## config.mk

```make
export PLATFORM = sky130hd
export DESIGN_NAME = cell_set_dedup_repair
export DESIGN_NICKNAME = d
export VERILOG_FILES = /design/src/rtl/csdr_pkg.sv /design/src/rtl/csdr_ram.sv /design/src/rtl/csdr_mod.sv /design/src/rtl/cell_set_dedup_repair.sv
export SDC_FILE = /design/constraint.sdc
export NUM_CORES = 2
export LEC_CHECK = 0
export BUFFER_PORTS_ARGS = -buffer_cell sky130_fd_sc_hd__buf_2
export CAP_MARGIN = 15
export CORE_MARGIN = 2
export CORE_UTILIZATION = 40
export CTS_CLUSTER_DIAMETER = 40
export DETAILED_ROUTE_END_ITERATION = 16
export HOLD_SLACK_MARGIN = 0.03
export PLACE_DENSITY = 0.55
export SLEW_MARGIN = 10
export SYNTH_ARGS = -nofsm -noshare
export SYNTH_HDL_FRONTEND = slang
export SYNTH_HIERARCHICAL = 1
export SYNTH_SLANG_ARGS = --single-unit
```

## constraint.sdc

```tcl
create_clock -name i_clk -period 16.3 [get_ports i_clk]
set_clock_uncertainty 0.2 [all_clocks]
set_input_delay 2.445 -clock i_clk [delete_from_list [all_inputs] [get_ports i_clk]]
set_output_delay 2.445 -clock i_clk [all_outputs]
set_load 0.1 [all_outputs]
```

## src/rtl/csdr_pkg.sv

```systemverilog
// Shared widths, defaults and types for the cell set dedup and repair block.
package csdr_pkg;

    localparam int MAX_GRID_DEF = 1024;
    localparam int MAX_LIST_DEF = 64;

    localparam int VAL_W  = 16;
    localparam int GRID_W = 11;
    localparam int CELL_W = 11;
    localparam int DUP_W  = 7;
    localparam int DIV_W  = VAL_W + 1;

    localparam logic [GRID_W-1:0] GRID_RESET = GRID_W'(1024);

    typedef struct packed {
        logic             start;
        logic [DIV_W-1:0] value;
    } t_mod_req;

endpackage

```

## src/rtl/csdr_ram.sv

```systemverilog
// Generic simple dual-port RAM with one write port and a registered read port.
module csdr_ram #(
    parameter int WIDTH = 1,
    parameter int DEPTH = csdr_pkg::MAX_GRID_DEF,
    localparam int AW   = $clog2(DEPTH)
) (
    input  logic             i_clk,
    input  logic             i_we,
    input  logic [AW-1:0]    i_waddr,
    input  logic [WIDTH-1:0] i_wdata,
    input  logic [AW-1:0]    i_raddr,
    output logic [WIDTH-1:0] o_rdata
);

    logic [WIDTH-1:0] r_mem [DEPTH];
    logic [WIDTH-1:0] r_rdata;

    always_ff @(posedge i_clk) begin
        if (i_we) begin
            r_mem[i_waddr] <= i_wdata;
        end
        r_rdata <= r_mem[i_raddr];
    end

    assign o_rdata = r_rdata;

endmodule

```

## src/rtl/csdr_mod.sv

```systemverilog
// Bit-serial remainder unit: wraps a signed value into 0..size-1.
module csdr_mod #(
    parameter int MAX_GRID = csdr_pkg::MAX_GRID_DEF,
    localparam int AW      = $clog2(MAX_GRID),
    localparam int SW      = $clog2(MAX_GRID + 1)
) (
    input  logic              i_clk,
    input  logic              i_rst_n,
    input  csdr_pkg::t_mod_req i_req,
    input  logic [SW-1:0]     i_size,
    output logic              o_done,
    output logic [AW-1:0]     o_rem
);

    import csdr_pkg::*;

    localparam int RW = SW + 1;
    localparam int NW = $clog2(DIV_W);

    logic             r_busy;
    logic             r_fix;
    logic             r_done;
    logic [NW-1:0]    r_cnt;
    logic [DIV_W-1:0] r_mag;
    logic             r_neg;
    logic [RW-1:0]    r_part;
    logic [AW-1:0]    r_rem;

    logic [RW-1:0]    size_ext;
    logic [RW-1:0]    trial;
    logic [RW-1:0]    step;
    logic [RW-1:0]    fix_val;
    logic [DIV_W-1:0] start_mag;

    assign size_ext  = {1'b0, i_size};
    assign trial     = {r_part[RW-2:0], r_mag[DIV_W-1]};
    assign step      = (trial >= size_ext) ? (trial - size_ext) : trial;
    // negative dividend: fold a nonzero remainder back into range
    assign fix_val   = (r_neg && (r_part != '0)) ? (size_ext - r_part) : r_part;
    assign start_mag = i_req.value[DIV_W-1] ? (~i_req.value + DIV_W'(1)) : i_req.value;

    always_ff @(posedge i_clk) begin
        if (!i_rst_n) begin
            r_busy <= 1'b0;
            r_fix  <= 1'b0;
            r_done <= 1'b0;
        end else begin
            r_done <= 1'b0;
            if (i_req.start) begin
                r_busy <= 1'b1;
            end else if (r_busy && (r_cnt == NW'(DIV_W - 1))) begin
                r_busy <= 1'b0;
                r_fix  <= 1'b1;
            end else if (r_fix) begin
                r_fix  <= 1'b0;
                r_done <= 1'b1;
            end
        end
    end

    always_ff @(posedge i_clk) begin
        if (i_req.start) begin
            r_mag  <= start_mag;
            r_neg  <= i_req.value[DIV_W-1];
            r_part <= '0;
            r_cnt  <= '0;
        end else if (r_busy) begin
            r_mag  <= {r_mag[DIV_W-2:0], 1'b0};
            r_part <= step;
            r_cnt  <= r_cnt + NW'(1);
        end
        if (r_fix) begin
            r_rem <= AW'(fix_val);
        end
    end

    assign o_done = r_done;
    assign o_rem  = r_rem;

endmodule

```

## src/rtl/cell_set_dedup_repair.sv

```systemverilog
// Top level: occupancy map dedup, cyclic free-cell fill and ascending emit.
//
// Each input beat is wrapped into 1..S (S = grid_cells clamped to 2..MAX_GRID) by a
// bit-serial remainder unit and then marked in a one-bit occupancy RAM with a
// read-check-write pass. Beats past MAX_LIST items are dropped unless they end the
// list. The beat that ends the list also wraps the fill origin, then claims free
// cells at one RAM read per cycle, then scans the map from cell 1 at one cell per
// cycle up to the highest occupied cell, emitting each occupied cell and clearing
// it behind the scan; output stalls hold the scan. The input takes no beat while a
// list is being finished. After reset a clearing pass writes the whole map before
// the first beat is taken; grid_cells may be written meanwhile.
module cell_set_dedup_repair #(
    parameter int MAX_GRID = csdr_pkg::MAX_GRID_DEF,
    parameter int MAX_LIST = csdr_pkg::MAX_LIST_DEF
) (
    input  logic                        i_clk,
    input  logic                        i_rst_n,
    input  logic                        i_cfg_we,
    input  logic [csdr_pkg::GRID_W-1:0] i_cfg_wdata,
    input  logic                        i_in_valid,
    output logic                        o_in_stall,
    input  logic [csdr_pkg::VAL_W-1:0]  i_cell_value,
    input  logic [csdr_pkg::GRID_W-1:0] i_fill_origin,
    input  logic                        i_last_item,
    output logic                        o_out_valid,
    input  logic                        i_out_stall,
    output logic [csdr_pkg::CELL_W-1:0] o_out_cell,
    output logic [csdr_pkg::DUP_W-1:0]  o_duplicate_total,
    output logic                        o_grid_overfull,
    output logic                        o_end_of_run
);

    import csdr_pkg::*;

    localparam int AW = $clog2(MAX_GRID);
    localparam int SW = $clog2(MAX_GRID + 1);
    localparam int PW = AW + 1;
    localparam int CW = $clog2(MAX_LIST + 1);

    localparam logic [2:0] ST_CLR  = 3'd0;
    localparam logic [2:0] ST_IDLE = 3'd1;
    localparam logic [2:0] ST_MOD  = 3'd2;
    localparam logic [2:0] ST_MARK = 3'd3;
    localparam logic [2:0] ST_FILL = 3'd4;
    localparam logic [2:0] ST_SCAN = 3'd5;

    localparam logic PH_CELL = 1'b0;
    localparam logic PH_FILL = 1'b1;

    logic [GRID_W-1:0] r_grid_cells;
    logic [2:0]        r_state,    n_state;
    logic [PW-1:0]     r_ptr,      n_ptr;
    logic              r_chk_vld,  n_chk_vld;
    logic [AW-1:0]     r_chk_addr, n_chk_addr;
    logic [AW-1:0]     r_cand,     n_cand;
    logic [SW-1:0]     r_tries,    n_tries;
    logic [CW-1:0]     r_items,    n_items;
    logic [CW-1:0]     r_distinct, n_distinct;
    logic [CW-1:0]     r_dup,      n_dup;
    logic [CW-1:0]     r_emit,     n_emit;
    logic              r_last,     n_last;
    logic [GRID_W-1:0] r_fs,       n_fs;
    logic              r_phase,    n_phase;
    logic              r_overfull, n_overfull;
    logic              r_out_vld,  n_out_vld;
    logic [CELL_W-1:0] r_out_cell, n_out_cell;
    logic [DUP_W-1:0]  r_out_dup,  n_out_dup;
    logic              r_out_ovf,  n_out_ovf;
    logic              r_out_eor,  n_out_eor;

    logic [SW-1:0]     eff_size;
    logic              mem_we;
    logic [AW-1:0]     mem_waddr;
    logic [0:0]        mem_wdata;
    logic [AW-1:0]     mem_raddr;
    logic [0:0]        mem_rdata;
    t_mod_req          mod_req;
    logic              mod_done;
    logic [AW-1:0]     mod_rem;
    logic              out_free;
    logic              fill_go;
    logic              scan_hit;
    logic              scan_last;

    always_comb begin
        if (32'(r_grid_cells) > 32'(MAX_GRID)) begin
            eff_size = SW'(MAX_GRID);
        end else if (r_grid_cells < GRID_W'(2)) begin
            eff_size = SW'(2);
        end else begin
            eff_size = SW'(r_grid_cells);
        end
    end

    csdr_ram #(
        .WIDTH (1),
        .DEPTH (MAX_GRID)
    ) u_map (
        .i_clk   (i_clk),
        .i_we    (mem_we),
        .i_waddr (mem_waddr),
        .i_wdata (mem_wdata),
        .i_raddr (mem_raddr),
        .o_rdata (mem_rdata)
    );

    csdr_mod #(
        .MAX_GRID (MAX_GRID)
    ) u_mod (
        .i_clk   (i_clk),
        .i_rst_n (i_rst_n),
        .i_req   (mod_req),
        .i_size  (eff_size),
        .o_done  (mod_done),
        .o_rem   (mod_rem)
    );

    assign out_free  = !r_out_vld || !i_out_stall;
    assign fill_go   = (r_tries < eff_size) && (r_distinct < r_items);
    assign scan_hit  = r_chk_vld && mem_rdata[0];
    assign scan_last = ((r_emit + CW'(1)) == r_distinct);

    always_comb begin
        n_state    = r_state;
        n_ptr      = r_ptr;
        n_chk_vld  = 1'b0;
        n_chk_addr = r_chk_addr;
        n_cand     = r_cand;
        n_tries    = r_tries;
        n_items    = r_items;
        n_distinct = r_distinct;
        n_dup      = r_dup;
        n_emit     = r_emit;
        n_last     = r_last;
        n_fs       = r_fs;
        n_phase    = r_phase;
        n_overfull = r_overfull;
        n_out_vld  = r_out_vld && i_out_stall;
        n_out_cell = r_out_cell;
        n_out_dup  = r_out_dup;
        n_out_ovf  = r_out_ovf;
        n_out_eor  = r_out_eor;
        mem_we     = 1'b0;
        mem_waddr  = r_chk_addr;
        mem_wdata  = 1'b0;
        mem_raddr  = r_chk_addr;
        mod_req.start = 1'b0;
        mod_req.value = {{(DIV_W - GRID_W){1'b0}}, r_fs} - DIV_W'(1);

        case (r_state)
            ST_CLR: begin
                mem_we    = 1'b1;
                mem_waddr = r_ptr[AW-1:0];
                n_ptr     = r_ptr + PW'(1);
                if (r_ptr == PW'(MAX_GRID - 1)) begin
                    n_ptr   = '0;
                    n_state = ST_IDLE;
                end
            end
            ST_IDLE: begin
                if (i_in_valid) begin
                    n_last = i_last_item;
                    n_fs   = i_fill_origin;
                    if (r_items != CW'(MAX_LIST)) begin
                        mod_req.start = 1'b1;
                        mod_req.value = {i_cell_value[VAL_W-1], i_cell_value} - DIV_W'(1);
                        n_phase       = PH_CELL;
                        n_state       = ST_MOD;
                    end else if (i_last_item) begin
                        // list already full: skip marking, go straight to the fill
                        mod_req.start = 1'b1;
                        mod_req.value = {{(DIV_W - GRID_W){1'b0}}, i_fill_origin} - DIV_W'(1);
                        n_phase       = PH_FILL;
                        n_state       = ST_MOD;
                    end
                end
            end
            ST_MOD: begin
                if (mod_done) begin
                    if (r_phase == PH_CELL) begin
                        mem_raddr  = mod_rem;
                        n_chk_addr = mod_rem;
                        n_state    = ST_MARK;
                    end else begin
                        n_cand  = mod_rem;
                        n_tries = '0;
                        n_state = ST_FILL;
                    end
                end
            end
            ST_MARK: begin
                if (mem_rdata[0]) begin
                    n_dup = r_dup + CW'(1);
                end else begin
                    mem_we     = 1'b1;
                    mem_wdata  = 1'b1;
                    n_distinct = r_distinct + CW'(1);
                end
                n_items = r_items + CW'(1);
                if (r_last) begin
                    mod_req.start = 1'b1;
                    n_phase       = PH_FILL;
                    n_state       = ST_MOD;
                end else begin
                    n_state = ST_IDLE;
                end
            end
            ST_FILL: begin
                // claim the cell read last cycle; each candidate is visited once
                if (r_chk_vld && !mem_rdata[0] && (r_distinct < r_items)) begin
                    mem_we     = 1'b1;
                    mem_wdata  = 1'b1;
                    n_distinct = r_distinct + CW'(1);
                end
                if (fill_go) begin
                    mem_raddr  = r_cand;
                    n_chk_vld  = 1'b1;
                    n_chk_addr = r_cand;
                    n_tries    = r_tries + SW'(1);
                    if (SW'(r_cand) == (eff_size - SW'(1))) begin
                        n_cand = '0;
                    end else begin
                        n_cand = r_cand + AW'(1);
                    end
                end else if (!r_chk_vld) begin
                    n_overfull = (r_distinct < r_items);
                    n_ptr      = '0;
                    n_emit     = '0;
                    n_state    = ST_SCAN;
                end
            end
            ST_SCAN: begin
                if (scan_hit && !out_free) begin
                    // output still full: replay the same cell
                    mem_raddr  = r_chk_addr;
                    n_chk_vld  = 1'b1;
                    n_chk_addr = r_chk_addr;
                end else begin
                    if (scan_hit) begin
                        mem_we     = 1'b1;
                        mem_wdata  = 1'b0;
                        n_out_vld  = 1'b1;
                        n_out_cell = CELL_W'({1'b0, r_chk_addr} + PW'(1));
                        n_out_dup  = DUP_W'(r_dup);
                        n_out_ovf  = r_overfull;
                        n_out_eor  = scan_last;
                        n_emit     = r_emit + CW'(1);
                    end
                    if (scan_hit && scan_last) begin
                        n_items    = '0;
                        n_distinct = '0;
                        n_dup      = '0;
                        n_emit     = '0;
                        n_ptr      = '0;
                        n_state    = ST_IDLE;
                    end else if (r_ptr < PW'(MAX_GRID)) begin
                        mem_raddr  = r_ptr[AW-1:0];
                        n_chk_vld  = 1'b1;
                        n_chk_addr = r_ptr[AW-1:0];
                        n_ptr      = r_ptr + PW'(1);
                    end
                end
            end
            default: begin
                n_state = ST_IDLE;
            end
        endcase
    end

    always_ff @(posedge i_clk) begin
        if (!i_rst_n) begin
            r_grid_cells <= GRID_RESET;
            r_state      <= ST_CLR;
            r_ptr        <= '0;
            r_chk_vld    <= 1'b0;
            r_items      <= '0;
            r_distinct   <= '0;
            r_dup        <= '0;
            r_emit       <= '0;
            r_out_vld    <= 1'b0;
        end else begin
            if (i_cfg_we) begin
                r_grid_cells <= i_cfg_wdata;
            end
            r_state    <= n_state;
            r_ptr      <= n_ptr;
            r_chk_vld  <= n_chk_vld;
            r_items    <= n_items;
            r_distinct <= n_distinct;
            r_dup      <= n_dup;
            r_emit     <= n_emit;
            r_out_vld  <= n_out_vld;
        end
    end

    always_ff @(posedge i_clk) begin
        r_chk_addr <= n_chk_addr;
        r_cand     <= n_cand;
        r_tries    <= n_tries;
        r_last     <= n_last;
        r_fs       <= n_fs;
        r_phase    <= n_phase;
        r_overfull <= n_overfull;
        r_out_cell <= n_out_cell;
        r_out_dup  <= n_out_dup;
        r_out_ovf  <= n_out_ovf;
        r_out_eor  <= n_out_eor;
    end

    assign o_in_stall        = (r_state != ST_IDLE);
    assign o_out_valid       = r_out_vld;
    assign o_out_cell        = r_out_cell;
    assign o_duplicate_total = r_out_dup;
    assign o_grid_overfull   = r_out_ovf;
    assign o_end_of_run      = r_out_eor;

`ifndef SYNTH
    a_distinct_bound: assert property (@(posedge i_clk) disable iff (!i_rst_n)
        (r_state != ST_CLR) |-> (r_distinct <= r_items))
        else $error("distinct count exceeds item count");

    a_fill_sets_only: assert property (@(posedge i_clk) disable iff (!i_rst_n)
        (r_state == ST_FILL && mem_we) |-> mem_wdata[0])
        else $error("fill pass cleared a map cell");

    a_run_close: assert property (@(posedge i_clk) disable iff (!i_rst_n)
        (r_state == ST_SCAN && n_state == ST_IDLE)
            |=> (o_out_valid && o_end_of_run && r_items == '0 && r_distinct == '0))
        else $error("run ended without final beat or counter clear");

    a_emit_bound: assert property (@(posedge i_clk) disable iff (!i_rst_n)
        (r_state == ST_SCAN) |-> (r_emit < r_distinct))
        else $error("scan emitted more cells than are occupied");
`endif

endmodule

```

==> run metrics <==
status complete, no violations; XOR/XNOR Fraction of Synth Area 1.65%; Critical Path Fanout Max 36; clk slew on worst S/H paths 60 ps; aggregate negative setup slack 0 ps; total core area 140,000 sq um; hold path endpoint o_duplicate_total[6]; die extent in x 379 microns; combinational family with the most area after synthesis simple AND/OR/NAND/NOR gates; post-cts gate resize count 0; clock sink total 1,193; Initial DRT Pass Iterations 5; mapped cell area 56,200 sq um; clock tree buffer depth 3; Worst setup SP type flip-flop; Initial Utilization 40.3%; clock latency at the later pin of the worst-skew pair 810 ps; Crit. End Element flip-flop; met2 WL post-DR 76.4 mm; Async SR Flop Fraction 0%; register area share after synthesis 62.2%; post-synthesis register bit count 1,193; average cell area after synthesis 12.6 sq um; Hold Buf Count CTS 0; dominant synthesized flop cell edfxtp_1; IO Pins 66; Top Layer Used met5; Pleak 0.0195 uW; post-synthesis net count 4,549; Antenna Violating Nets Remaining 0; Synth area leaders edfxtp_1 59%, mux4_2 8.0%, nor2_1 7.8%, dfxtp_1 3.1%, mux2i_1 2.6%; hold depth 0; worst vdd ir 116 uV; fin util 46.1%; Crit Path Class reg2reg; hpwl dp 89.6 mm; R2R Setup Slk 7950 ps; Metal-1 WL 71.2 mm; EDFF count, synth 1,107; relative slew slack 21.1%; Max H-tree Level 4; vias in the first global route 36,298; vias per cell 5.76; f_max 0.120 GHz; die area 144,000 sq um; port bufs 65; Placed Cells 6,105; wire length on met3 11.9 mm; Worst Tran Pin Value 1180 ps; max-capacitance violation count 0; total power 8320 uW; Synth Area in Compound Gates 6.19%; initial DRC count 4,013; Tmin final 8350 ps; global route total overflow 0; Hold Vio Cnt, Final 0; top cell type's share of synthesized area 59.1%; routed len/inst 25.5 microns; Worst R2R Start r_grid_cells[10]; R2R depth 20; share of cells above drive strength 1 17.0%; Synth-to-Final Area Change 14.3%; most instantiated library cell after synthesis nor2_1; Final Max Slew Viols 0; first-pass GRT wire length 241 mm; cell area power density 129 nW/um^2; Syn. warnings 6; reg2reg end u_map/o_rdata; number of distinct library cells after synthesis 98; Synth top cells by count 1,165 x nor2_1, 1,107 x edfxtp_1, 236 x clkbuf_1; Final Instance Count excl. Fillers 6,448; num rows 137; Hold Crit Start r_dup[6]; Mapped Cells 4,451; Nets 4,521; hold crit path type reg2reg; pin count of the biggest net entering global routing 267; drt drc 0; antenna cell count 0; CTS tree built; area leader, netlist edfxtp_1; RSZ-0062 raised after global routing no; Routed Wire Length 164 mm; Die Ht 379 microns; antenna violations before repair 3; clk root buf clkbuf_16; placer congestion estimate 0.830; mux share of post-synthesis cell area 11.6%; Synth Area in Simple Gates 13.4%; # Post-CTS Setup Buffers 0; overall global routing resource usage 22.7%; CP Data Required Time 16,760 ps; adder and majority cell fraction of the synthesized area 1.23%; via count 37,130; Tcrit/Tclk final 51.2%; final setup fails 0; Critical Path AT 8810 ps; CTS buffer count 179
-- worst max-delay path, stage by stage, from the launching register on --
cell and delay (ps):
dfxtp_1 600, inv_1 350, nand2_1 250, ha_1 290, a211oi_1 230, o21ai_0 120, a221oi_1 430, o2111a_1 640
nand2_1 90, o21ai_0 120, a221o_4 660, buf_4 630, buf_4 720, buf_4 660, mux4_2 580, o22ai_1 170
nor3_1 70, nor3_1 790, a31oi_1 180, nand3_1 160, o2111ai_1 140
-- power by group --
part	leakage, uW	switching (uW)	internal, uW
Combinational	0.00639	727	434
Clock	0.00288	1510	2270
Sequential	0.0102	49.7	3330
Total	0.0195	2290	6030
-- final cells by class --
cell class / count / area (sq um)
clock buffer: 207 / 4670
clock inverter: 123 / 1290
tap: 1876 / 2350
timing repair buffer: 162 / 1270
inverter: 87 / 334
sequential: 1193 / 35000
multi-input combinational: 2800 / 19400
fill: 12646 / 75300
-- flip-flops by register name, indices dropped and copies added (netlist names), 3 cells and up --
register / flops
r_fs: 11
u_map/r_mem: 1024
r_dup: 7
r_emit: 7
r_cand: 10
r_items: 7
r_chk_addr: 10
o_out_cell: 11
u_mod/r_cnt: 5
r_tries: 11
u_mod/r_part: 12
r_distinct: 7
u_mod/o_rem: 10
r_grid_cells: 11
o_duplicate_total: 7
u_mod/r_mag: 17
r_ptr: 11
r_state: 3
-- through the flow --
stage	instance area, sq um	hold slack (ps)	setup WS (ps)
6_report	64300	240	7950
2_1_floorplan	56200	200	919
4_1_cts	64000	245	8100
3_5_place_dp	58100	241	7400
5_1_grt	64300	265	7560
3_3_place_gp	58000	232	7260
-- layout by cell type, fill, tap and decap left out, drive strengths merged, types with 54 or more instances in the layout --
master and n:
a21oi 113, buf 162, clkbuf 207, clkinv 66, dfxtp 86, edfxtp 1107
inv 119, mux2i 146, mux4 214, nand2 228, nand3 85, nor2 1165
nor3 65, o21ai 83, o221ai 54
-- how the worst max path moves through the flow --
stage                           from             end  slack (ps)
finish              r_grid_cells[10]   u_map/o_rdata        7950
global route        r_grid_cells[10]   u_map/o_rdata        7560
CTS                 r_grid_cells[10]   u_map/o_rdata        8100
detailed placement       i_out_stall   u_map/o_rdata        7400
global placement         i_out_stall   u_map/o_rdata        7260
floorplan                 r_items[1]  u_map/r_mem[0]         920
-- routing by layer --
layer	track usage (%)	vias up
met2	36.0	1408
met4	7.35	2
li1	-	16373
met1	31.9	19060
met3	3.92	287
met5	0	-
-- logic make-up (layout without fill, tap and decap cells) --
group | count (synthesis) | count (layout)
fa+ha+maj | 54 | 54
compound gates | 498 | 498
mux | 378 | 378
flops | 1193 | 1193
buf+inv | 458 | 579
simple gates | 1764 | 1764
xor+xnor | 106 | 106
(Power assumes the default switching activity.)
